==> src/design/fcrm_pkg.sv <==
// Package for the four-channel RMS current meter.
// Holds the register codes, reset values, fixed widths and lane types.
// No dependencies.
`default_nettype none

package fcrm_pkg;

   localparam int ACC_BITS    = 40;
   localparam int ROOT_BITS   = ACC_BITS / 2;
   localparam int WINDOW_BITS = 13;
   localparam int VALUE_BITS  = 16;
   localparam int CSR_INDEX_BITS = 2;

   localparam logic [CSR_INDEX_BITS-1:0] REG_WINDOW_LENGTH = 2'd0;
   localparam logic [CSR_INDEX_BITS-1:0] REG_GAIN_Q8       = 2'd1;
   localparam logic [CSR_INDEX_BITS-1:0] REG_OFFSET_MA     = 2'd2;

   localparam logic [WINDOW_BITS-1:0] WINDOW_RESET = 13'd2000;
   localparam logic [VALUE_BITS-1:0]  GAIN_RESET   = 16'd2063;
   localparam logic [VALUE_BITS-1:0]  OFFSET_RESET = 16'd2750;

   typedef enum logic [2:0] {
      LANE_IDLE,
      LANE_DIVIDE,
      LANE_ROOT,
      LANE_SCALE,
      LANE_DONE
   } lane_state_type;

   typedef struct packed {
      logic busy;
      logic done;
   } lane_stat_type;

endpackage

`default_nettype wire

==> src/design/fcrm_merge.sv <==
// Merge stage: collects the currents of all lanes into one result item and
// holds it in the output register until the receiver takes it.
// Depends on fcrm_pkg.
`default_nettype none

module fcrm_merge #(
   parameter int CHANNELS = 4
) (
   input  wire logic                                           clock,
   input  wire logic                                           reset,
   input  wire fcrm_pkg::lane_stat_type [CHANNELS-1:0]         lane_stat,
   input  wire logic [CHANNELS-1:0][fcrm_pkg::VALUE_BITS-1:0]  lane_current,
   output logic                                                take,
   output logic                                                rsp_tvalid,
   input  wire logic                                           rsp_tready,
   output logic [CHANNELS*fcrm_pkg::VALUE_BITS-1:0]            rsp_tdata
);
   import fcrm_pkg::*;

   logic                               valid_ff, valid_in;
   logic [CHANNELS*VALUE_BITS-1:0]     data_ff, data_in;
   logic                               all_done;

   always_comb begin
      all_done = 1'b1;
      for (int i = 0; i < CHANNELS; i++) begin
         all_done = all_done & lane_stat[i].done;
      end
   end

   assign take = all_done && (!valid_ff || rsp_tready);

   always_comb begin
      valid_in = valid_ff;
      data_in  = data_ff;
      if (take) begin
         valid_in = 1'b1;
         data_in  = lane_current;
      end else if (rsp_tready) begin
         valid_in = 1'b0;
      end
   end

   always_ff @(posedge clock) begin
      if (reset) begin
         valid_ff <= 1'b0;
      end else begin
         valid_ff <= valid_in;
      end
      data_ff <= data_in;
   end

   assign rsp_tvalid = valid_ff;
   assign rsp_tdata  = data_ff;

endmodule

`default_nettype wire

==> config.mk <==
export PLATFORM = sky130hd
export DESIGN_NAME = fcrm_merge
export DESIGN_NICKNAME = d
export VERILOG_FILES = /design/src/design/fcrm_pkg.sv /design/src/design/fcrm_merge.sv
export SDC_FILE = /design/constraint.sdc
export NUM_CORES = 1
export LEC_CHECK = 0
export ABC_AREA = 0
export BUFFER_PORTS_ARGS = -buffer_cell sky130_fd_sc_hd__buf_2
export CAP_MARGIN = 0
export CORE_MARGIN = 4
export CORE_UTILIZATION = 43
export DETAILED_ROUTE_END_ITERATION = 10
export PLACE_DENSITY = 0.84
export SYNTH_ARGS = -nofsm -noshare
export SYNTH_HDL_FRONTEND = slang
export SYNTH_SLANG_ARGS = --single-unit
==> constraint.sdc <==
create_clock -name clock -period 7.9 [get_ports clock]
set_input_delay 0.79 -clock clock [delete_from_list [all_inputs] [get_ports clock]]
set_output_delay 0.79 -clock clock [all_outputs]
set_load 0.01 [all_outputs]
Yosys cells after proc, flatten, opt, wreduce, memory -nomap -nowiden
Cells that the tools add are included.
Storage, ports and cells
  memory bits (read-only): 0
  latch bits: 0
  register bits: 65
  memories: 0
  memory bits (writable): 0
Operators by class
  multipliers: 0
  $add $sub $neg: 0
  muxes and demuxes: 2
  bitwise logic cells: 3
  divide/modulo/power cells: 0
  shift-type cells: 0
  equal/unequal tests: 0
  reduce and logical (&&, ||, !) cells: 4
  $lt $le $gt $ge: 0
Operators with widths (count)
  $and A1 B1 Y1: 3
  $mux W1: 2
  $reduce_bool A2 Y1: 1
  $logic_and A1 B1 Y1: 1
  $logic_not A1 Y1: 1
  $logic_or A1 B1 Y1: 1

Longest topological paths before layout
Gate-level depths: netlist of run 1.
  word-level depth: 5
  depth in mapped cells: 2

Worst setup path after synthesis of run 1
OpenSTA, ideal clock, no wires.
  path kind: in2out
  start point: input port rsp_tready
  end point: output port take
  buffers on the path: 0
  cell stages on the path: 2
  path slack: 3.219 ns
  arrival: 3.891 ns
  cells stage by stage: nand2b_4 -> nor2b_1
Between the ends
  cells in the longest elaborated chain, start to end: 2
Ends and longest elaborated chain
  start, declared: line fcrm_merge.sv:15  | input wire logic rsp_tready,
  $logic_or A1 B1 Y1: line fcrm_merge.sv:31  | assign take = all_done && (!valid_ff || rsp_tready);
  $logic_and A1 B1 Y1: line fcrm_merge.sv:31
  end, declared: line fcrm_merge.sv:13  | output logic take,
No other way between the ends.

Worst setup path in the final report of run 1
  start point: input port lane_stat[4] in the netlist's numbering
  end point: output port take
Between the ends
  cells in the longest elaborated chain, start to end: 3
Ends and longest elaborated chain
  start, declared: line fcrm_merge.sv:11  | input wire fcrm_pkg::lane_stat_type [CHANNELS-1:0] lane_stat,
  $and A1 B1 Y1 (2 in a row): line fcrm_merge.sv:27  | all_done = all_done & lane_stat[i].done;
  $logic_and A1 B1 Y1: line fcrm_merge.sv:31
No other way between the ends.

==> results of run 1 <==
[Yosys cell counts (all sizes together)]
| master | instances |
|---|---|
| nor2b | 1 |
| a21oi | 1 |
| nand4 | 1 |
| edfxtp | 64 |
| dfxtp | 1 |
| nand2b | 1 |
[final timing paths]
kind / start / end / slack (ps) / cells after the start
setup / recovery: lane_stat[4] / take / 5760 / 4
hold / removal: rsp_tvalid / rsp_tvalid / 490 / 2
setup reg to reg: rsp_tvalid / rsp_tdata[22] / 6350 / 3
hold reg to reg: rsp_tvalid / rsp_tvalid / 490 / 2
[sequential cells by signal, summed over array words and instances (netlist names)]
| name | flops |
|---|---|
| rsp_tvalid | 1 |
| rsp_tdata | 64 |
[per-layer routing]
metal / vias to the layer above / wire length [um]
li1: 574 / -
met1: 577 / 1410
met2: 79 / 2550
met3: 5 / 601
met4: 0 / 64
met5: - / 0
[critical path: cells and delay by family]
family                 cells  cell delay, ps
AND/OR/NAND/NOR            2             340
buffers and inverters      2             210
[layout make-up]
| cell class | count | area, um2 |
|---|---|---|
| Timing Repair Buffer | 137 | 688 |
| Sequential cell | 65 | 1940 |
| Multi-Input combinational cell | 4 | 38.8 |
| Tap cell | 52 | 65.1 |
| Clock buffer | 9 | 124 |
| Clock inverter | 5 | 25.0 |
| Fill cell | 299 | 1500 |
[power by group]
group          internal (uW)  leakage (uW)  switching [uW]  total (uW)
combinational           16.2      0.000563            13.5        29.8
sequential               386      0.000589            1.30         388
clock                    107     0.0000843             112         220
[logic make-up after synthesis]
family / count (synthesis) / share of synthesized area, %
AND/OR/NAND/NOR: 3 / 1.33
flip-flops: 65 / 98.4
AO/OA/AOI/OAI: 1 / 0.253
[per-stage QoR]
stage	util (%)	cell area, um2
global placement	62.4	2730
finish	65.8	2880
global route	65.8	2880
detailed placement	62.4	2730
CTS	65.8	2880
floorplan	-	1970
==> impl_metrics.toml, run 1 <==
[outcome]
outcome = "complete, no violations"

[clock_tree]
cts_htree_levels = 3
cts_tree = "yes"
root_buffer = "clkbuf_8"
post_cts_buffers = 0
numCtsBuffers = 9
cts_resized = 0
postCtsHoldBufs = 0
path_clk_slew_ps = 60
clock_latency_ps = 320
clockBufferDepth = 2
cts_sinks = 65

[sta]
tightest_slew_ps = 775
fmax_mhz = 467
grt_setup_unrepaired = "false"
clock_skew_ps = 4.70
final_max_slew_viol_count = 0
final-setup-viol-count = 0
finalCritPeriodShare_pct = 27.1
hold_ws_ps = 493
setup-tns-final_ps = 0
finalCriticalPeriod_ps = 2140
slew_headroom_pct = 48.3
hold_violations = 0
fin_ws_ps = 5760

[routing]
drt_pass1_iterations = 4
drc_errors = 0
drtAntennaViolNets = 0
drt_iter0_markers = 48
via_count = 1235
drt-total-wl_um = 4620
wl_per_cell_um = 17.0
via_per_inst = 4.54

[floorplan]
fp-row-count = 24
die_w_um = 75.7
die_h_um = 75.7
start_util_pct = 45.0
io_pins = 141
die_area_mm2 = 0.00574
coreArea_mm2 = 0.00438

[setup_path]
end_kind = "output pin"
path_common_cell = "buf_2"
critPathLaunchType = "input pin"
slowest_delay_ps = 180
cpMaxStageDelayCell = "nand4_1"
crit_path_max_fanout = 2
worstPathArrival_ps = 1350
crit_type = "input pin to output pin"
crit_required_ps = 7110
path_cells = "buf_2, nand4_1, nor2b_4, buf_2"

[global_routing]
grt_usage_pct = 16.2
grt_pass1_wl_um = 6400
top_usage_layer = "met2"
overflow = 0
grt_max_degree = 65
grtUsageMet2_pct = 27.9
antenna_found_initial = 0
met1_usage_pct = 15.6
grtUsageMet3_pct = 8.71
first_global_vias = 1337

[cells_and_area]
area_growth_pct = 46.1
final_cell_mix = "buf_2 (136), edfxtp_1 (64), clkbuf_8 (9), clkinv_2 (5)"
layout-drive-gt1-share_pct = 69.5
final_common_cell = "buf_2"
final_nets = 292
num_antenna_cells = 0
final_cells = 272

[synth]
synth_seq_cells = 65
syn_avg_cell_area_um2 = 28.6
yosysUniqueCellTypes = 6
syn-num-nets = 144
yosys_warnings = 0
synth.area.top_cells = "edfxtp_1 (97%), dfxtp_1 (1.0%), nand2b_4 (0.70%), nand4_1 (0.32%), nor2b_1 (0.32%)"
synth_top_cell_by_area = "edfxtp_1"
postSynthCellCount = 69
synth_area_mm2 = 0.00197
seq_area_frac_synth_pct = 98.4
netlist.area_leader.share_pct = 97.4

[power]
power_uw = 637
vdd_drop_max_mv = 0.162
p_leak_uw = 0.00124
powerDensity_mw_per_mm2 = 221

[placement]
dpl.cell_count = 258
place_ws_ps = 5650
dp.final_hpwl_um = 3530
gp_congestion = 0.665
port_buffers = 136

[flow_run]
maxCapViolCount = 0

[min_path]
hold_path.class = "register to register"
Note: power is estimated with default switching activity, not from simulation.
==> inputs of run 2 (changes only) <==
--- a/config.mk
+++ b/config.mk
@@ -9,9 +9,9 @@
 export BUFFER_PORTS_ARGS = -buffer_cell sky130_fd_sc_hd__buf_2
 export CAP_MARGIN = 0
 export CORE_MARGIN = 4
-export CORE_UTILIZATION = 43
+export CORE_UTILIZATION = 40
 export DETAILED_ROUTE_END_ITERATION = 10
-export PLACE_DENSITY = 0.84
+export PLACE_DENSITY = 0.79
 export SYNTH_ARGS = -nofsm -noshare
 export SYNTH_HDL_FRONTEND = slang
 export SYNTH_SLANG_ARGS = --single-unit
==> constraint.sdc (replaced) <==
create_clock -name clock -period 2.1 [get_ports clock]
set_input_delay 0.21 -clock clock [delete_from_list [all_inputs] [get_ports clock]]
set_output_delay 0.21 -clock clock [all_outputs]
set_load 0.01 [all_outputs]
==> run 2 against run 1 <==
  * Global-route usage decreased by 0.57 points
  * Critical path type is now register to output pin
  * Sequential share of layout area down 2.5 points
  * Flip-flop and latch count did not move
  * Via count is 1.1% lower
  * Largest cell class unchanged
  * Non-clock buffer count increased by 1
==> impl_metrics.toml, run 2 (same netlist as run 1, synthesis figures left out) <==
[setup_path]
critPathLaunchType = "register"
cp.depth = 4
path_cells = "nand2b_4, nor2b_4, buf_12, buf_2"
cpMaxStageDelayCell = "nor2b_4"
worstPathArrival_ps = 1510
crit_path_max_fanout = 28
end_kind = "output pin"
crit_type = "register to output pin"
crit_required_ps = 1890
worstRegToRegCells = 3
crit_family = "simple AND/OR/NAND/NOR gates"
path_buf_inv = 2
slowest_delay_ps = 360

[clock_tree]
root_buffer = "clkbuf_8"
cts_htree_levels = 3
post_cts_buffers = 0
cts_sinks = 65
cts_tree = "yes"
cts_resized = 0
postCtsHoldBufs = 0
clockBufferDepth = 2
numCtsBuffers = 9
clock_latency_ps = 330
path_clk_slew_ps = 70

[routing]
wl_per_cell_um = 15.4
via_per_inst = 4.21
via_count = 1221
drt-total-wl_um = 4460
drt_iter0_markers = 56
drc_errors = 0
drtAntennaViolNets = 0
drt_pass1_iterations = 4

[sta]
finalCriticalPeriod_ps = 1720
grt_setup_unrepaired = "false"
setup-tns-final_ps = 0
fmax_mhz = 581
slew_headroom_pct = 75.5
tightest_slew_ps = 367
finalCritPeriodShare_pct = 81.9
final_max_slew_viol_count = 0
final-setup-viol-count = 0
clock_skew_ps = 4.78
hold_violations = 0

[power]
powerDensity_mw_per_mm2 = 895
p_leak_uw = 0.00127
power_uw = 2680
vdd_drop_max_mv = 0.629

[cells_and_area]
num_antenna_cells = 0
layout-drive-gt1-share_pct = 69.1
final_common_cell = "buf_2"
final_cell_mix = "buf_2 (136), edfxtp_1 (64), clkbuf_8 (9)"
n_fill_cell = 367
final_core_util_pct = 63.0
largest_reg_flops = 64
area_growth_pct = 51.7
final_nets = 293

[global_routing]
first_global_vias = 1378
grt_max_degree = 29
overflow = 0
antenna_found_initial = 0
grt_pass1_wl_um = 6780
grt_usage_pct = 15.6

[floorplan]
coreArea_mm2 = 0.00475
die_w_um = 78.2
die_area_mm2 = 0.00612
die_h_um = 78.2
io_pins = 141
fp-row-count = 25
start_util_pct = 41.5

[min_path]
whs_path_depth = 2
hold_path.class = "input pin to register"

[outcome]
outcome = "complete, no violations"

[flow_run]
maxCapViolCount = 0

[placement]
port_buffers = 136
gp_congestion = 0.678
[run 2: cell count changes in the layout (fill, tap and decap cells not counted), sizes merged]
cell      change
clkinvlp      +1
bufinv        +2
clkinv        -1
buf           +1
[run 2: through the flow]
step	cell area (um2)	setup slack [ps]	cells	hold slack, ps
detailed placement	2790	631	274	378
global placement	2790	681	274	380
global route	2990	265	290	18.8
CTS	2990	349	290	21.4
finish	2990	380	290	36.5
floorplan	1980	223	69	279
[run 2: path summary, 6_finish.rpt]
check | startpoint | endpoint | slack [ps]
worst min-delay path | reset | rsp_tvalid | 40
worst max-delay path | rsp_tvalid | take | 380
worst max register to register | rsp_tvalid | rsp_tdata[27] | 770
worst min register to register | rsp_tvalid | rsp_tvalid | 520
[run 2: area by class of cell]
cell class                 instances  area, um2  area share, %
timing repair buffer             138        721           24.1
clock buffer                       9        124           4.14
tap                               67       83.8           2.80
clock inverter                     7       85.1           2.84
multi-input combinational          4       38.8           1.30
sequential                        65       1940           64.9
[run 2: per-layer routing]
metal / part of all wire (%) / global-route usage [%] / vias up / wire [um]
met1: 30 / 14.2 / 549 / 1350
met3: 17 / 11.8 / 9 / 761
met5: 0 / 0 / - / 0
met2: 51 / 25.6 / 87 / 2250
li1: - / - / 576 / -
met4: 2.0 / 7.34 / 0 / 89
[run 2: report_power, final]
part	switching [uW]	internal, uW
logic	50.0	64.2
clock network	453	656
registers	5.18	1450
total	508	2170
==> inputs of run 3 (changes only) <==
--- a/config.mk
+++ b/config.mk
@@ -9,9 +9,9 @@
 export BUFFER_PORTS_ARGS = -buffer_cell sky130_fd_sc_hd__buf_2
 export CAP_MARGIN = 0
 export CORE_MARGIN = 4
-export CORE_UTILIZATION = 40
+export CORE_UTILIZATION = 36
 export DETAILED_ROUTE_END_ITERATION = 10
-export PLACE_DENSITY = 0.79
+export PLACE_DENSITY = 0.75
 export SYNTH_ARGS = -nofsm -noshare
 export SYNTH_HDL_FRONTEND = slang
 export SYNTH_SLANG_ARGS = --single-unit
==> constraint.sdc (replaced) <==
create_clock -name clock -period 1.4 [get_ports clock]
set_input_delay 0.14 -clock clock [delete_from_list [all_inputs] [get_ports clock]]
set_output_delay 0.14 -clock clock [all_outputs]
set_load 0.01 [all_outputs]
==> run 3 against run 2 <==
  * Hold slack better by 55 ps
  * Via count is 25% higher
  * Final cell count is 25% higher
  * First-iteration DRC count is 21% lower
  * Global-route usage is 3.6 points higher
  * Clock-buffer cell count is 1 higher
  * Non-clock buffer count is 69 higher
  * Die area is 10% higher
  * Flip-flop and latch count stayed put
  * Routed wire length is 38% higher
  * Core utilization is 7.5 points higher
==> impl_metrics.toml, run 3 (same netlist as run 1, synthesis figures left out) <==
[sta]
setup-tns-final_ps = 0
fin_ws_ps = 65.1
finalCriticalPeriod_ps = 1330
finalCritPeriodShare_pct = 95.3
tightest_slew_ps = 176
final-setup-viol-count = 0
grt_setup_unrepaired = "false"
slew_headroom_pct = 88.3
fmax_mhz = 749
hold_ws_ps = 91.3
clock_skew_ps = 7.97
hold_violations = 0
final_max_slew_viol_count = 0

[clock_tree]
clock_latency_ps = 350
cts_tree = "yes"
cts_sinks = 65
root_buffer = "clkbuf_8"
numCtsBuffers = 9
clockBufferDepth = 2
cts_htree_levels = 3
cts_resized = 0
path_clk_slew_ps = 70

[outcome]
outcome = "complete, no violations"

[floorplan]
start_util_pct = 37.9
fp-row-count = 26
die_w_um = 82.0
coreArea_mm2 = 0.00520
die_h_um = 82.0
die_area_mm2 = 0.00673
io_pins = 141

[cells_and_area]
area_growth_pct = 85.9
largest_reg_flops = 64
n_fill_cell = 335
final_nets = 362
final_common_cell = "buf_2"
num_antenna_cells = 0
layout-drive-gt1-share_pct = 54.8
final_core_util_pct = 70.5
multiInputGateArea_um2 = 38.8
seqCellArea_mm2 = 0.00194
final_cell_mix = "buf_2 (136), dlygate4sd3_1 (65), edfxtp_1 (64), clkbuf_8 (9), buf_4 (3)"

[global_routing]
grt_usage_pct = 19.2
grt_pass1_wl_um = 8720
top_usage_layer = "met2"
grtUsageMet3_pct = 10.2
met1_usage_pct = 19.3
antenna_found_initial = 0
grtUsageMet2_pct = 31.5
overflow = 0
first_global_vias = 1724
grt_max_degree = 32

[routing]
drc_errors = 0
via_per_inst = 4.23
via_count = 1532
drt_pass1_iterations = 4
drtAntennaViolNets = 0
drt_iter0_markers = 44
wl_per_cell_um = 17.0
drt-total-wl_um = 6140

[power]
powerDensity_mw_per_mm2 = 1070
vdd_drop_max_mv = 0.794
power_uw = 3930
p_leak_uw = 0.00155

[placement]
gp_congestion = 0.690
port_buffers = 136
place_ws_ps = 256

[setup_path]
worstPathArrival_ps = 1190
crit_family = "flip-flops"
critPathLaunchType = "register"
crit_path_max_fanout = 6
path_buf_inv = 2
crit_required_ps = 1260
path_cells = "nand2b_4, nor2b_4, buf_12, buf_2"
slowest_delay_ps = 340
cpMaxStageDelayCell = "dfxtp_2"
end_kind = "output pin"
crit_type = "register to output pin"

[flow_run]
maxCapViolCount = 0

[min_path]
hold_path.class = "input pin to register"
==> run 3: changes by cell type in the layout (fill, tap and decap cells not counted), sizes merged <==
cell,previous run,this run
dlygate4sd3,0,65
bufbuf,0,1
buf,138,141
bufinv,2,0
clkbuf,9,10
inv,0,1
==> run 3: path summary, 6_finish.rpt <==
path | startpoint | to | slack (ps) | depth (start not counted)
worst max-delay path | rsp_tvalid | take | 70 | 4
worst max register to register | rsp_tvalid | rsp_tdata[37] | 70 | 4
worst min register to register | rsp_tvalid | rsp_tvalid | 500 | 2
worst min-delay path | rsp_tready | rsp_tvalid | 90 | 3
==> run 3: timing repair <==
action | in CTS | in global routing
endpoints found under the setup margin | 1 | 1
hold buffers | 65 | 0
buffers inserted | 1 | 2
endpoints found under the hold margin | 65 | 0
cloned | 1 | 0
==> run 3: worst register-to-register path, stage by stage, from the launching register on <==
cell	delay, ps
dfxtp_2	340
nand2b_4	70
nor2b_4	180
buf_4	160
bufbuf_16	290
==> run 3: where the power goes <==
group / internal, uW / switching, uW / total, uW
combinational: 223 / 111 / 334
clock: 648 / 758 / 1410
sequential: 2180 / 9.37 / 2190
total: 3050 / 878 / 3930
==> run 3: cell type report <==
cell class,count,area share (%)
flip-flops and latches,65,53.0
clock buffers,10,3.48
well taps,70,2.39
multi-input cells,4,1.06
clock inverters,6,1.19
repair buffers,207,38.9
==> run 3: routing by layer <==
layer / routed length, um / part of all wire, %
met3: 700 / 11
met5: 0 / 0
met2: 3130 / 51
met4: 186 / 3.0
met1: 2120 / 35
==> run 3: stage by stage <==
stage | area, um2 | instances
finish | 3670 | 362
global placement | 2790 | 277
detailed placement | 2790 | 277
global route | 3670 | 362
CTS | 3650 | 360
floorplan | 1980 | 69
