$ cat src/design/fcrm_pkg.sv
// Package for the four-channel RMS current meter.
// Holds the register codes, reset values, fixed widths and lane types.
// No dependencies.
`default_nettype none

package fcrm_pkg;

   localparam int ACC_BITS    = 40;
   localparam int ROOT_BITS   = ACC_BITS / 2;
   localparam int WINDOW_BITS = 13;
   localparam int VALUE_BITS  = 16;
   localparam int CSR_INDEX_BITS = 2;

   localparam logic [CSR_INDEX_BITS-1:0] REG_WINDOW_LENGTH = 2'd0;
   localparam logic [CSR_INDEX_BITS-1:0] REG_GAIN_Q8       = 2'd1;
   localparam logic [CSR_INDEX_BITS-1:0] REG_OFFSET_MA     = 2'd2;

   localparam logic [WINDOW_BITS-1:0] WINDOW_RESET = 13'd2000;
   localparam logic [VALUE_BITS-1:0]  GAIN_RESET   = 16'd2063;
   localparam logic [VALUE_BITS-1:0]  OFFSET_RESET = 16'd2750;

   typedef enum logic [2:0] {
      LANE_IDLE,
      LANE_DIVIDE,
      LANE_ROOT,
      LANE_SCALE,
      LANE_DONE
   } lane_state_type;

   typedef struct packed {
      logic busy;
      logic done;
   } lane_stat_type;

endpackage

`default_nettype wire

$ cat src/design/fcrm_lane.sv
// One channel lane: squares and accumulates samples, then divides the window sum,
// takes the integer root and scales it to milliamps on a shadow copy.
// Depends on fcrm_pkg.
`default_nettype none

module fcrm_lane #(
   parameter int SAMPLE_BITS = 12,
   parameter int WIN_W       = 13
) (
   input  wire logic                              clock,
   input  wire logic                              reset,
   input  wire logic [SAMPLE_BITS-1:0]            sample,
   input  wire logic                              accept,
   input  wire logic                              last,
   input  wire logic [WIN_W-1:0]                  divisor,
   input  wire logic [fcrm_pkg::VALUE_BITS-1:0]   gain,
   input  wire logic [fcrm_pkg::VALUE_BITS-1:0]   offset,
   input  wire logic                              take,
   output fcrm_pkg::lane_stat_type                stat,
   output logic [fcrm_pkg::VALUE_BITS-1:0]        current
);
   import fcrm_pkg::*;

   localparam int CNT_W  = $clog2(ACC_BITS);
   localparam int PROD_W = ROOT_BITS + VALUE_BITS;
   localparam int SCL_W  = PROD_W - 8;

   lane_state_type state_ff, state_in;

   logic [ACC_BITS-1:0]    acc_ff, acc_in;
   logic [ACC_BITS-1:0]    work_ff, work_in;
   logic [WIN_W-1:0]       div_ff, div_in;
   logic [WIN_W-1:0]       drem_ff, drem_in;
   logic [ROOT_BITS+1:0]   rrem_ff, rrem_in;
   logic [ROOT_BITS-1:0]   root_ff, root_in;
   logic [PROD_W-1:0]      prod_ff, prod_in;
   logic [CNT_W-1:0]       cnt_ff, cnt_in;

   logic [SAMPLE_BITS-1:0]   mag;
   logic [2*SAMPLE_BITS-1:0] mag_sq;
   logic [ACC_BITS-1:0]      sum;
   logic                     start;
   logic                     div_step;
   logic                     root_step;
   logic                     scale_step;
   logic [WIN_W:0]           dshift;
   logic                     dge;
   logic [ROOT_BITS+1:0]     rshift;
   logic [ROOT_BITS+1:0]     trial;
   logic                     rge;
   logic [SCL_W-1:0]         scaled;
   logic [SCL_W-1:0]         diff;

   // The magnitude of 2*raw - (2^SAMPLE_BITS - 1) is always odd.
   assign mag = sample[SAMPLE_BITS-1] ? {sample[SAMPLE_BITS-2:0], 1'b1}
                                      : {~sample[SAMPLE_BITS-2:0], 1'b1};
   assign mag_sq = mag * mag;
   assign sum    = acc_ff + ACC_BITS'(mag_sq);
   assign start  = accept && last;

   assign dshift = {drem_ff, work_ff[ACC_BITS-1]};
   assign dge    = dshift >= {1'b0, div_ff};
   assign rshift = {rrem_ff[ROOT_BITS-1:0], work_ff[ACC_BITS-1:ACC_BITS-2]};
   assign trial  = {root_ff, 2'b01};
   assign rge    = rshift >= trial;

   always_comb begin
      state_in = state_ff;
      unique case (state_ff)
         LANE_IDLE: begin
            if (start) begin
               state_in = LANE_DIVIDE;
            end
         end
         LANE_DIVIDE: begin
            if (cnt_ff == '0) begin
               state_in = LANE_ROOT;
            end
         end
         LANE_ROOT: begin
            if (cnt_ff == '0) begin
               state_in = LANE_SCALE;
            end
         end
         LANE_SCALE: begin
            state_in = LANE_DONE;
         end
         LANE_DONE: begin
            if (take) begin
               state_in = LANE_IDLE;
            end
         end
         default: begin
            state_in = LANE_IDLE;
         end
      endcase
   end

   always_comb begin
      div_step   = 1'b0;
      root_step  = 1'b0;
      scale_step = 1'b0;
      stat.busy  = 1'b1;
      stat.done  = 1'b0;
      unique case (state_ff)
         LANE_IDLE:   stat.busy  = 1'b0;
         LANE_DIVIDE: div_step   = 1'b1;
         LANE_ROOT:   root_step  = 1'b1;
         LANE_SCALE:  scale_step = 1'b1;
         LANE_DONE:   stat.done  = 1'b1;
         default:     stat.busy  = 1'b1;
      endcase
   end

   always_comb begin
      acc_in  = acc_ff;
      work_in = work_ff;
      div_in  = div_ff;
      drem_in = drem_ff;
      rrem_in = rrem_ff;
      root_in = root_ff;
      prod_in = prod_ff;
      cnt_in  = cnt_ff;
      if (accept) begin
         acc_in = last ? '0 : sum;
      end
      if (start && !stat.busy) begin
         work_in = sum;
         div_in  = divisor;
         drem_in = '0;
         rrem_in = '0;
         root_in = '0;
         cnt_in  = CNT_W'(ACC_BITS - 1);
      end
      if (div_step) begin
         work_in = {work_ff[ACC_BITS-2:0], dge};
         drem_in = dge ? WIN_W'(dshift - {1'b0, div_ff}) : dshift[WIN_W-1:0];
         cnt_in  = (cnt_ff == '0) ? CNT_W'(ROOT_BITS - 1) : cnt_ff - 1'b1;
      end
      if (root_step) begin
         work_in = {work_ff[ACC_BITS-3:0], 2'b00};
         rrem_in = rge ? rshift - trial : rshift;
         root_in = {root_ff[ROOT_BITS-2:0], rge};
         cnt_in  = cnt_ff - 1'b1;
      end
      if (scale_step) begin
         prod_in = PROD_W'(root_ff) * PROD_W'(gain);
      end
   end

   always_ff @(posedge clock) begin
      if (reset) begin
         state_ff <= LANE_IDLE;
         acc_ff   <= '0;
      end else begin
         state_ff <= state_in;
         acc_ff   <= acc_in;
      end
      work_ff <= work_in;
      div_ff  <= div_in;
      drem_ff <= drem_in;
      rrem_ff <= rrem_in;
      root_ff <= root_in;
      prod_ff <= prod_in;
      cnt_ff  <= cnt_in;
   end

   assign scaled = prod_ff[PROD_W-1:8];
   assign diff   = scaled - SCL_W'(offset);

   always_comb begin
      if (scaled <= SCL_W'(offset)) begin
         current = '0;
      end else if (diff > SCL_W'(16'hFFFF)) begin
         current = 16'hFFFF;
      end else begin
         current = diff[VALUE_BITS-1:0];
      end
   end

endmodule

`default_nettype wire

$ cat config.mk
export PLATFORM = sky130hd
export DESIGN_NAME = fcrm_lane
export DESIGN_NICKNAME = d
export VERILOG_FILES = /design/src/design/fcrm_pkg.sv /design/src/design/fcrm_lane.sv
export SDC_FILE = /design/constraint.sdc
export NUM_CORES = 1
export LEC_CHECK = 0
export ABC_AREA = 0
export BUFFER_PORTS_ARGS = -buffer_cell sky130_fd_sc_hd__clkbuf_2
export CORE_UTILIZATION = 40
export DETAILED_ROUTE_END_ITERATION = 12
export PLACE_DENSITY = 0.61
export RECOVER_POWER = 100
export SYNTH_ARGS = -nofsm -noshare
export SYNTH_HDL_FRONTEND = slang
export SYNTH_SLANG_ARGS = --single-unit
$ cat constraint.sdc
create_clock -name clock -period 7.6 [get_ports clock]
set_input_delay 1.52 -clock clock [delete_from_list [all_inputs] [get_ports clock]]
set_output_delay 1.52 -clock clock [all_outputs]
set_load 0.02 [all_outputs]
# [After elaboration in Yosys (flattened, before gate mapping)]
# Index checks and enable logic that the tools add are counted.
[op_classes] n_reduce_logical=8 n_mul=2 n_mux=29 n_bitwise=1 n_addsub=5 n_lt_le_gt_ge=4 n_eq_ne=8
[op_table] cell="40-bit 2-to-1 mux" n=4
[op_table] cell="20-bit 2-to-1 mux" n=5
[op_table] cell="40-bit by 24-bit adder with 40-bit output" n=1
[op_table] cell="13-bit 2-to-1 mux" n=3
[op_table] cell="20-bit by 16-bit multiplier with 36-bit output" n=1
[op_table] cell="16-bit 2-to-1 mux" n=2
[op_table] cell="28-bit by 16-bit greater-than comparator with 1-bit output, second input constant" n=1
[op_table] cell="28-bit by 16-bit <= comparator with 1-bit output" n=1
[op_table] cell="28-bit by 16-bit subtractor with 28-bit output" n=1
[op_table] cell="12-bit by 12-bit multiplier with 24-bit output" n=1
[op_table] cell="6-bit 2-to-1 mux" n=4
[op_table] cell="22-bit >= comparator" n=1
[op_table] cell="20-bit subtractor" n=1
[op_table] cell="3-bit case mux with 5 select lines" n=1
[op_table] cell="14-bit by 13-bit >= comparator with 1-bit output" n=1
[op_table] cell="13-bit subtractor" n=1
[op_table] cell="12-bit 2-to-1 mux" n=1
[op_table] cell="3-bit 2-to-1 mux" n=4
[op_table] cell="11-bit inverter" n=1
[op_table] cell="2-bit inequality test, second input constant" n=4
[op_table] cell="3-bit by 2-bit == test with 1-bit output, second input constant" n=2
[op_table] cell="6-bit zero test" n=1
[op_table] cell="6-bit by 1-bit subtractor with 6-bit output, second input constant" n=1
[op_table] cell="1-bit 2-to-1 mux" n=5
[op_table] cell="other kinds (7)" n=9
[word_totals] register_bits=191 wordCells=67 input_bits=62 output_inout_bits=18

# [Depth between registers and ports, before layout]
# Gate-level depths: netlist of the first run.
[depth] depth_word=7 mapped_depth=26 depth_no_buf=24

# [Worst setup path after synthesis of the first run]
# OpenSTA, ideal clock, no wires.
[synth_path] path_type="input -> register" start="input sample[11]" end="register work_ff[28], data pin" setup_time_ns=0.136 stages=26 required_ns=7.464 setup_slack_ns=-0.175 path_buffers=2 t_arrival_ns=7.639 path_cell_list="buf_1 -> xnor2_1 -> inv_1 -> nor2_1 -> inv_1 -> fa_1 -> inv_1 -> fa_1 -> inv_1 -> fa_1 -> inv_1 -> fa_1 -> inv_1 -> fa_1 -> inv_1 -> ha_1 -> o21a_1 -> o32ai_1 -> a31oi_1 -> nor2b_1 -> o311ai_1 -> a31oi_1 -> buf_2 -> nand3_1 -> or3_1 -> nand3_1"
[synth_between] elab_chain_cells=6
[synth_rtl] element="from (decl)" line="fcrm_lane.sv:12" rtl="input wire logic [SAMPLE_BITS-1:0] sample,"
[synth_rtl] element="12-bit 2-to-1 mux" line="fcrm_lane.sv:55" rtl="assign mag = sample[SAMPLE_BITS-1] ? {sample[SAMPLE_BITS-2:0], 1'b1}"
[synth_rtl] element="12-bit by 12-bit multiplier with 24-bit output" line="fcrm_lane.sv:57" rtl="assign mag_sq = mag * mag;"
[synth_rtl] element="40-bit by 24-bit adder with 40-bit output" line="fcrm_lane.sv:58" rtl="assign sum = acc_ff + ACC_BITS'(mag_sq);"
[synth_rtl] element="40-bit 2-to-1 mux" line="fcrm_lane.sv:127" rtl="if (start && !stat.busy) begin"
[synth_rtl] element="40-bit 2-to-1 mux" line="fcrm_lane.sv:135" rtl="if (div_step) begin"
[synth_rtl] element="40-bit 2-to-1 mux" line="fcrm_lane.sv:140" rtl="if (root_step) begin"
[synth_rtl] element="named net work_in[28]" line="fcrm_lane.sv:31" rtl="logic [ACC_BITS-1:0] work_ff, work_in;"
[synth_rtl] element="to (signal assigned)" line="fcrm_lane.sv:159" rtl="work_ff <= work_in;"
[synth_rtl] element="to (decl)" line="fcrm_lane.sv:31"
# The timed path passes the listed nets, and every way through them passes these cells. The select of a mux whose other input is x is not followed.
# A chain may end at the register's enable or synchronous reset.

# [Worst setup path after layout of the first run]
[layout_path] start="input gain[12] in the netlist's numbering" end="register prod_ff[31], data pin"
[layout_between] elab_chain_cells=1
[layout_rtl] element="from (decl)" line="fcrm_lane.sv:16" rtl="input wire logic [fcrm_pkg::VALUE_BITS-1:0] gain,"
[layout_rtl] element="20-bit by 16-bit multiplier with 36-bit output" line="fcrm_lane.sv:147" rtl="prod_in = PROD_W'(root_ff) * PROD_W'(gain);"
[layout_rtl] element="to (signal assigned)" line="fcrm_lane.sv:164" rtl="prod_ff <= prod_in;"
[layout_rtl] element="to (decl)" line="fcrm_lane.sv:36" rtl="logic [PROD_W-1:0] prod_ff, prod_in;"
# Every way passes these cells.

==> flow_summary.json, run 1 <==
{
  "status": "finished, violations left",
  "failed_checks": "max-capacitance violations, max-slew violations",
  "syn_area_um2": 25100,
  "worstPathMaxFanout": 10,
  "final.min_clock_period_ns": 7.34,
  "end_kind": "flop",
  "startpoint_type": "primary input",
  "wl_per_cell_um": 15.4,
  "cts_buffers": 17,
  "vias": 19300,
  "die-area_um2": 63800,
  "syn_area_per_cell_um2": 8.99,
  "rows": 91,
  "synth-edff-count": 138,
  "start_util": 0.406,
  "die_h_um": 253,
  "leakagePower_nw": 13.5,
  "path_clk_slew_ns": 0.08,
  "grt_pass1_vias": 20000,
  "antenna_found_initial": 1,
  "fin_setup_tns_ns": 0,
  "drt-total-wl_mm": 58.7,
  "finalSetupViolCount": 0,
  "min_path_type": "flop to flop",
  "final_core_util": 0.454,
  "hold_violations": 0,
  "path_class": "primary input to flop",
  "layout.nets": 3602,
  "cts_root_buf": "clkbuf_16",
  "async_flop_share": 0,
  "grt_remaining_overflow": 0,
  "drcViolationCount": 0,
  "fin_worst_skew_ns": 0.0138,
  "viasPerCell": 5.05,
  "cap_viol_max_count": 7,
  "clkLatencyLatePin_ns": 0.46,
  "fmax_ghz": 0.136,
  "core_area_um2": 61900,
  "grt_pass1_wl_mm": 97.7,
  "die-width_um": 253,
  "ys_types": 75,
  "drt-initial-drc-count": 1051,
  "ios": 80,
  "synthCells": 2797,
  "cts_tree": "yes",
  "synth_top_area_frac": 0.280,
  "portBuffers": 79,
  "dp_hpwl_mm": 47.6,
  "first_pass_iters": 5,
  "yosys.area.top_type": "fa_1",
  "cts_sinks": 183,
  "track_usage": 0.190,
  "period_share": 0.966,
  "synthFlopType": "edfxtp_1",
  "drive_above_1_share": 0.100,
  "arrival_ns": 7.55,
  "num_antenna_cells": 0,
  "ir_drop_v": 0.000635,
  "yosys_warnings": 0,
  "synth_area_leaders": "fa_1 28%, edfxtp_1 16%, ha_1 11%",
  "gp_congestion": 0.890,
  "grt_start_max_net_pins": 74,
  "final_cell_area_um2": 28100,
  "synth.top_cells.by_count": "565 x inv_1, 351 x fa_1, 333 x nand2_1, 222 x ha_1, 195 x nor2_1",
  "maxSlewHeadroom": -1.10,
  "power_mw": 13.2,
  "holdWs_ns": 0.488,
  "dpl_cell_area_um2": 27500,
  "clock_path_buffers": 2,
  "syn_nets": 3432,
  "ys_seq_area_frac": 0.201,
  "htreeDepth": 4,
  "synth.most_common_cell": "inv_1",
  "cp.required_ns": 7.81,
  "slew_violations": 312,
  "synth_seq_cells": 183,
  "worst_slew_pin_slew_ns": 3.15,
  "drtAntennaViolNets": 0,
  "power_density_nw_per_um2": 469,
  "area_delta_synth_final_pct": 11.9
}
[placed cells by master (no fill, tap or decap), drive strengths merged, types with 71 or more instances in the layout]
master / n
inv: 569
fa: 351
nand2: 333
ha: 222
nor2: 197
buf: 165
edfxtp: 138
a21oi: 132
and2: 117
clkbuf: 114
xnor2: 71
o21ai: 71
[state kept, by name, summed over array words and instances, names as in the netlist]
name / count
drem_ff: 13
div_ff: 13
work_ff: 40
prod_ff: 28
cnt_ff: 6
state_ff: 3
acc_ff: 40
rrem_ff: 20
root_ff: 20
[cell type report]
type / instances / area (um^2)
well taps: 837 / 1050
repair buffers: 262 / 1700
multi-input cells: 1935 / 17600
inverters: 568 / 2130
flip-flops and latches: 183 / 5040
fillers: 6151 / 33800
clock inverters: 15 / 211
clock buffers: 17 / 425
[per-layer routing]
| metal | share of wire | global-route usage | vias to the layer above | wire, um |
|---|---|---|---|---|
| li1 | - | - | 9236 | - |
| met1 | 0.45 | 0.251 | 9606 | 26500 |
| met2 | 0.50 | 0.328 | 357 | 29100 |
| met3 | 0.032 | 0.0196 | 80 | 1890 |
| met4 | 0.021 | 0.0533 | 0 | 1260 |
| met5 | 0 | 0 | - | 0 |
[path summary, 6_finish.rpt]
kind	start	end	slack, ns	depth (start not counted)
worst max-delay path	gain[12]	prod_ff[31]	0.26	23
worst min-delay path	acc_ff[36]	acc_ff[36]	0.49	2
worst max register to register	root_ff[12]	prod_ff[31]	0.65	23
worst min register to register	acc_ff[36]	acc_ff[36]	0.49	2
[worst max-delay path, stage by stage]
cell and delay, ns:
clkbuf_2 0.24, buf_4 0.18, nand2_1 0.07, fa_1 0.58, inv_1 0.05, fa_1 0.47
fa_1 0.52, fa_1 0.51, fa_1 0.54, inv_1 0.05, fa_1 0.52, inv_1 0.04
ha_1 0.32, a211oi_1 0.24, o211ai_1 0.14, a211oi_2 0.26, buf_4 0.16, a211oi_1 0.07
clkbuf_1 0.13, o21a_1 0.20, or2_1 0.26, a2111oi_2 0.37, a311oi_1 0.08
[timing repair]
item,4_1_cts,5_1_grt
setup buffers,0,6
setup endpoints to repair,0,28
resized for setup,0,12
hold buffers,0,0
[stage by stage]
stage                     setup WS [ns]  std cells
final                             0.259       3817
after CTS                         0.101       3811
after detailed placement         -0.359       3779
after global routing           -0.00644       3817
after global placement           -0.272       3779
after floorplan                 -0.0177       2797
[power by group]
part | leakage, nW | internal [mW] | total (mW) | switching (mW)
Combinational | 11.5 | 4.99 | 10.6 | 5.59
Sequential | 1.67 | 1.60 | 1.68 | 0.0783
Clock | 0.301 | 0.478 | 0.941 | 0.463
[kinds of logic (layout without fill, tap and decap cells)]
kind of cell    count (synthesis)  after routing  synth area share
flops                         183            183             0.201
buf+inv                       679            862             0.103
mux                            26             26            0.0107
simple gates                  808            808             0.149
fa+ha+maj                     573            573             0.390
xor+xnor                      119            119            0.0415
compound gates                409            409             0.105
(Power assumes the default switching activity.)
==> inputs of run 2 (changes only) <==
Settings changed: CORE_UTILIZATION 40 to 59, PLACE_DENSITY 0.61 to 0.83.
==> run 2 against run 1 <==
  * The flow still finishes with violations (max-capacitance violations, max-slew violations)
  * Worst hold slack better by 0.00066 ns
  * Count of clock-buffer cells in the layout up 4
  * Register-to-register slack worse by 0.18 ns
  * Final cell count down 8.6%
  * Wire length up 0.13%
  * Sequential power about the same
  * Fmax down 0.64%
  * Via count up 2.4%
  * Cell area down 2.0%
  * Clock power down 7.2%
  * Largest power group unchanged
==> flow_summary.json, run 2 (synthesized netlist as in run 1, its figures left out) <==
{
  "arrival_ns": 7.57,
  "cp.required_ns": 7.78,
  "grt_remaining_overflow": 0,
  "worst_slew_pin_slew_ns": 3.06,
  "path_class": "primary input to flop",
  "end_kind": "flop",
  "viasPerCell": 5.66,
  "grt_pass1_vias": 20700,
  "slew_violations": 269,
  "cts_sinks": 183,
  "cts_buffers": 17,
  "start_util": 0.599,
  "clock_path_buffers": 2,
  "failed_checks": "max-capacitance violations, max-slew violations",
  "grt_pass1_wl_mm": 98.4,
  "num_antenna_cells": 0,
  "die_h_um": 208,
  "drt-initial-drc-count": 1447,
  "stdcell_count": 3487,
  "fmax_ghz": 0.135,
  "drive_above_1_share": 0.103,
  "hold_violations": 0,
  "wl_per_cell_um": 16.8,
  "leakagePower_nw": 13.4,
  "top_regs": "acc_ff: 40 flops, work_ff: 40 flops, prod_ff: 28 flops",
  "fin_worst_skew_ns": 0.0150,
  "first_pass_iters": 5,
  "min_path_type": "flop to flop",
  "area_delta_synth_final_pct": 9.69,
  "drcViolationCount": 0,
  "htreeDepth": 4,
  "core_area_um2": 41900,
  "status": "finished, violations left",
  "finalSetupViolCount": 0,
  "reg2reg_depth": 23,
  "timing.final.ws_setup_ns": 0.211,
  "gp_congestion": 0.940,
  "ir_drop_v": 0.000897,
  "portBuffers": 79,
  "period_share": 0.972,
  "dpl.cell_count": 3453,
  "place_ws_ns": -0.431,
  "worstPathMaxFanout": 7,
  "vias": 19700,
  "track_usage": 0.280,
  "holdWs_ns": 0.489,
  "cts_tree": "yes",
  "cts_root_buf": "clkbuf_16",
  "power_density_nw_per_um2": 483,
  "clkLatencyLatePin_ns": 0.46,
  "fill_cells": 3168,
  "ctsHoldBuffers": 0,
  "maxSlewHeadroom": -1.04,
  "ios": 80,
  "final_common_cell": "inv_1",
  "drtAntennaViolNets": 0,
  "hold_path_depth": 2,
  "drt-total-wl_mm": 58.7,
  "path_clk_slew_ns": 0.07,
  "final.min_clock_period_ns": 7.39,
  "layout.nets": 3570,
  "die-width_um": 208,
  "cap_viol_max_count": 6,
  "mostFrequentLayoutCells": "565 x inv_1, 351 x fa_1, 332 x nand2_1",
  "grt_start_max_net_pins": 74,
  "rows": 75,
  "antenna_found_initial": 0,
  "die-area_um2": 43400,
  "dp_hpwl_mm": 46.8,
  "startpoint_type": "primary input"
}
[run 2: changes by cell type in the layout (fill, tap and decap cells not counted), moves of 2 or more]
| cell | change |
|---|---|
| inv_6 | +3 |
| clkinv_4 | -3 |
| xnor2_2 | +2 |
| nor2_1 | -2 |
| clkbuf_2 | +13 |
| buf_4 | -13 |
| clkinv_8 | -6 |
| xnor2_1 | -2 |
| clkbuf_1 | -30 |
| nor2_2 | +2 |
| inv_8 | +2 |
| inv_4 | +2 |
[run 2: area by class of cell]
type / instances / area [um^2] / share of cell area
Tap cell: 539 / 674 / 0.0245
Timing Repair Buffer: 230 / 1550 / 0.0563
Inverter: 568 / 2130 / 0.0773
Clock buffer: 21 / 450 / 0.0163
Clock inverter: 11 / 103 / 0.00372
Multi-Input combinational cell: 1935 / 17600 / 0.639
Sequential cell: 183 / 5040 / 0.183
[run 2: critical path: stages]
cell,delay (ns)
buf_2,0.21
buf_4,0.20
nand2_1,0.08
fa_1,0.55
inv_1,0.05
fa_1,0.55
inv_1,0.07
fa_1,0.50
inv_1,0.05
fa_1,0.48
inv_1,0.06
fa_1,0.50
fa_1,0.54
inv_1,0.05
ha_1,0.31
a21oi_1,0.15
nor2_1,0.08
a211oi_2,0.25
o31a_1,0.23
a211oi_1,0.07
buf_4,0.15
o21a_1,0.19
or2_1,0.27
a2111oi_2,0.38
a311oi_1,0.10
[run 2: where the power goes]
group	internal, mW	switching (mW)	total, mW	leakage, nW
Sequential	1.60	0.0796	1.68	1.67
Combinational	4.92	5.85	10.8	11.5
Clock	0.440	0.433	0.873	0.271
[run 2: path summary, 6_finish.rpt]
check | slack [ns] | end | start
setup reg to reg | 0.47 | prod_ff[31] | root_ff[15]
hold reg to reg | 0.49 | acc_ff[36] | acc_ff[36]
setup / recovery | 0.21 | prod_ff[31] | gain[5]
hold / removal | 0.49 | acc_ff[36] | acc_ff[36]
[run 2: layer usage]
metal	wire length [um]	global-route usage
met5	0	0
met4	1440	0.0853
met3	3860	0.0424
met2	30100	0.500
met1	23400	0.348
[run 2: timing repair]
item / 4_1_cts / 5_1_grt
pin swaps: 0 / 1
endpoints found under the setup margin: 1 / 28
gates resized for setup: 1 / 33
buffers inserted: 0 / 2
[run 2: stage by stage]
| step | area, um^2 | total power [mW] | util | TNS, ns |
|---|---|---|---|---|
| floorplan | 25200 | 8.83 | - | -0.0177 |
| global placement | 26900 | 11.7 | 0.642 | -1.32 |
| detailed placement | 26900 | 12.2 | 0.642 | -6.99 |
| CTS | 27500 | 13.1 | 0.655 | 0 |
| global route | 27600 | 14.7 | 0.657 | -0.0872 |
| finish | 27600 | 13.3 | 0.657 | 0 |
==> inputs of run 3 (changes only) <==
Settings changed: BUFFER_PORTS_ARGS -buffer_cell sky130_fd_sc_hd__clkbuf_2 to -buffer_cell sky130_fd_sc_hd__buf_2.
==> run 3 against run 2 <==
  * The run still ends with max-capacitance violations, max-slew violations left
  * Global-route usage fell by 0.38 points
  * Sequential share of layout area increased by 0.16 points
  * Count of clock-buffer cells in the layout decreased by 3
  * Cell area is 0.87% lower
  * Clock skew is essentially flat
  * First-iteration DRC count up 5.3%
  * Register-to-register slack gained 0.11 ns
  * Critical path type unchanged
  * Critical endpoint unchanged
  * Largest cell class unchanged
  * Highest routed layer unchanged
==> flow_summary.json, run 3 (synthesized netlist as in run 1, its figures left out) <==
{
  "rows": 75,
  "layout.nets": 3551,
  "pwr-share-clk": 0.074,
  "startpoint": "gain[6]",
  "end_kind": "flop",
  "switching_share": 0.481,
  "cts_root_buf": "clkbuf_16",
  "first_pass_iters": 6,
  "ir_drop_v": 0.000725,
  "min_path_type": "flop to flop",
  "status": "finished, violations left",
  "drt-total-wl_mm": 57.7,
  "final_common_cell": "inv_1",
  "cts_buffers": 17,
  "path_clk_slew_ns": 0.08,
  "finalSetupViolCount": 0,
  "start_util": 0.599,
  "portBuffers": 79,
  "hold_violations": 0,
  "dp_hpwl_mm": 46.2,
  "worst_slew_pin_slew_ns": 3.13,
  "final.min_clock_period_ns": 7.38,
  "clkLatencyLatePin_ns": 0.47,
  "ios": 80,
  "die_h_um": 208,
  "drtAntennaViolNets": 0,
  "grt_pass1_wl_mm": 97.1,
  "area_delta_synth_final_pct": 8.74,
  "cap_viol_max_count": 6,
  "worstPathMaxFanout": 7,
  "failed_checks": "max-capacitance violations, max-slew violations",
  "antenna_found_initial": 1,
  "stdcell_count": 3469,
  "mostFrequentLayoutCells": "564 x inv_1, 351 x fa_1, 332 x nand2_1",
  "seqPwrFrac": 0.131,
  "slew_violations": 260,
  "cp_common_cell": "fa_1",
  "hold_start": "acc_ff[25]",
  "period_share": 0.971,
  "fin_worst_skew_ns": 0.0153,
  "htreeDepth": 4,
  "leakagePower_nw": 13.3,
  "clock_path_buffers": 2,
  "fmax_ghz": 0.136,
  "internal_power_mw": 6.67,
  "grt_remaining_overflow": 0,
  "holdWs_ns": 0.494,
  "combPwrFrac": 0.796,
  "arrival_ns": 7.58,
  "rsz0062_at_grt": "yes",
  "top_regs": "acc_ff: 40 flops, work_ff: 40 flops, prod_ff: 28 flops",
  "dpl.cell_count": 3436,
  "viasPerCell": 5.66,
  "slowest_stage": "fa_1",
  "startpoint_type": "primary input",
  "maxSlewHeadroom": -1.08,
  "drcViolationCount": 0,
  "grt_start_max_net_pins": 74,
  "cts_setup_buffers": 0,
  "drt-initial-drc-count": 1524,
  "cts_tree": "yes",
  "rr_startpoint": "root_ff[12]",
  "slowest_delay_ns": 0.55,
  "grt_pass1_vias": 20500,
  "wl_per_cell_um": 16.6,
  "cp.required_ns": 7.80,
  "ctsHoldBuffers": 0,
  "die-width_um": 208,
  "die-area_um2": 43400,
  "path_class": "primary input to flop",
  "drive_above_1_share": 0.0864,
  "core_area_um2": 41900,
  "track_usage": 0.276,
  "gp_congestion": 0.914,
  "power_density_nw_per_um2": 470,
  "cts_sinks": 183,
  "vias": 19600,
  "switchingPower_mw": 6.18
}
==> run 3: changes by cell type in the layout (fill, tap and decap cells not counted), sizes merged <==
cell      delta
buf         +20
clkbuf      -42
clkinv       +2
clkinvlp     -1
diode        +1
inv          +2
==> run 3: final cells by class <==
| cell class | count | area, um^2 |
|---|---|---|
| multi-input combinational | 1935 | 17500 |
| fill | 3274 | 14600 |
| sequential | 183 | 5040 |
| inverter | 568 | 2130 |
| timing repair buffer | 211 | 1330 |
| tap | 539 | 674 |
| clock buffer | 18 | 450 |
| clock inverter | 14 | 165 |
| antenna | 1 | 2.50 |
==> run 3: per-layer routing <==
| layer | global-route usage | routed length (um) | up-vias |
|---|---|---|---|
| li1 | - | - | 9130 |
| met1 | 0.349 | 23200 | 9625 |
| met2 | 0.482 | 29200 | 737 |
| met3 | 0.0424 | 3750 | 138 |
| met4 | 0.0917 | 1600 | 0 |
| met5 | 0 | 0 | - |
==> run 3: through the flow <==
step / setup slack, ns / cell area (um^2) / total power, mW / setup TNS [ns] / util
after floorplan: -0.0177 / 25200 / 8.83 / -0.0177 / -
after global placement: -0.210 / 26800 / 11.5 / -0.742 / 0.639
after detailed placement: -0.395 / 26800 / 11.9 / -5.41 / 0.639
after CTS: 0.149 / 27400 / 12.9 / 0 / 0.653
after global routing: -0.0362 / 27300 / 14.2 / -0.101 / 0.652
final: 0.223 / 27300 / 12.8 / 0 / 0.652
==> run 3: final timing paths <==
path / endpoint / slack, ns / depth (start not counted)
worst max-delay path: prod_ff[31] / 0.22 / 25
worst min register to register: acc_ff[25] / 0.49 / 2
worst max register to register: prod_ff[31] / 0.58 / 23
worst min-delay path: acc_ff[25] / 0.49 / 2
==> run 3: worst max-delay path, delay by kind of cell <==
| kind | cells | cell delay [ns] |
|---|---|---|
| AOI/OAI and AO/OA | 7 | 1.40 |
| buffers and inverters | 8 | 0.80 |
| adders and majority gates | 7 | 3.43 |
| and+or+nand+nor | 3 | 0.43 |
==> run 3: power by group through the flow <==
stage               Combinational, mW  Sequential (mW)  Clock, mW
finish                           10.2             1.68      0.946
global route                     11.5             1.69      0.987
CTS                              10.3             1.67      0.950
detailed placement               10.2             1.69          0
global placement                 9.79             1.69          0
floorplan                        7.17             1.66          0
==> run 3: repair_timing <==
action | 4_1_cts | 5_1_grt
setup endpoints to repair | 0 | 25
endpoints found under the hold margin | 0 | 0
resized for setup | 0 | 6
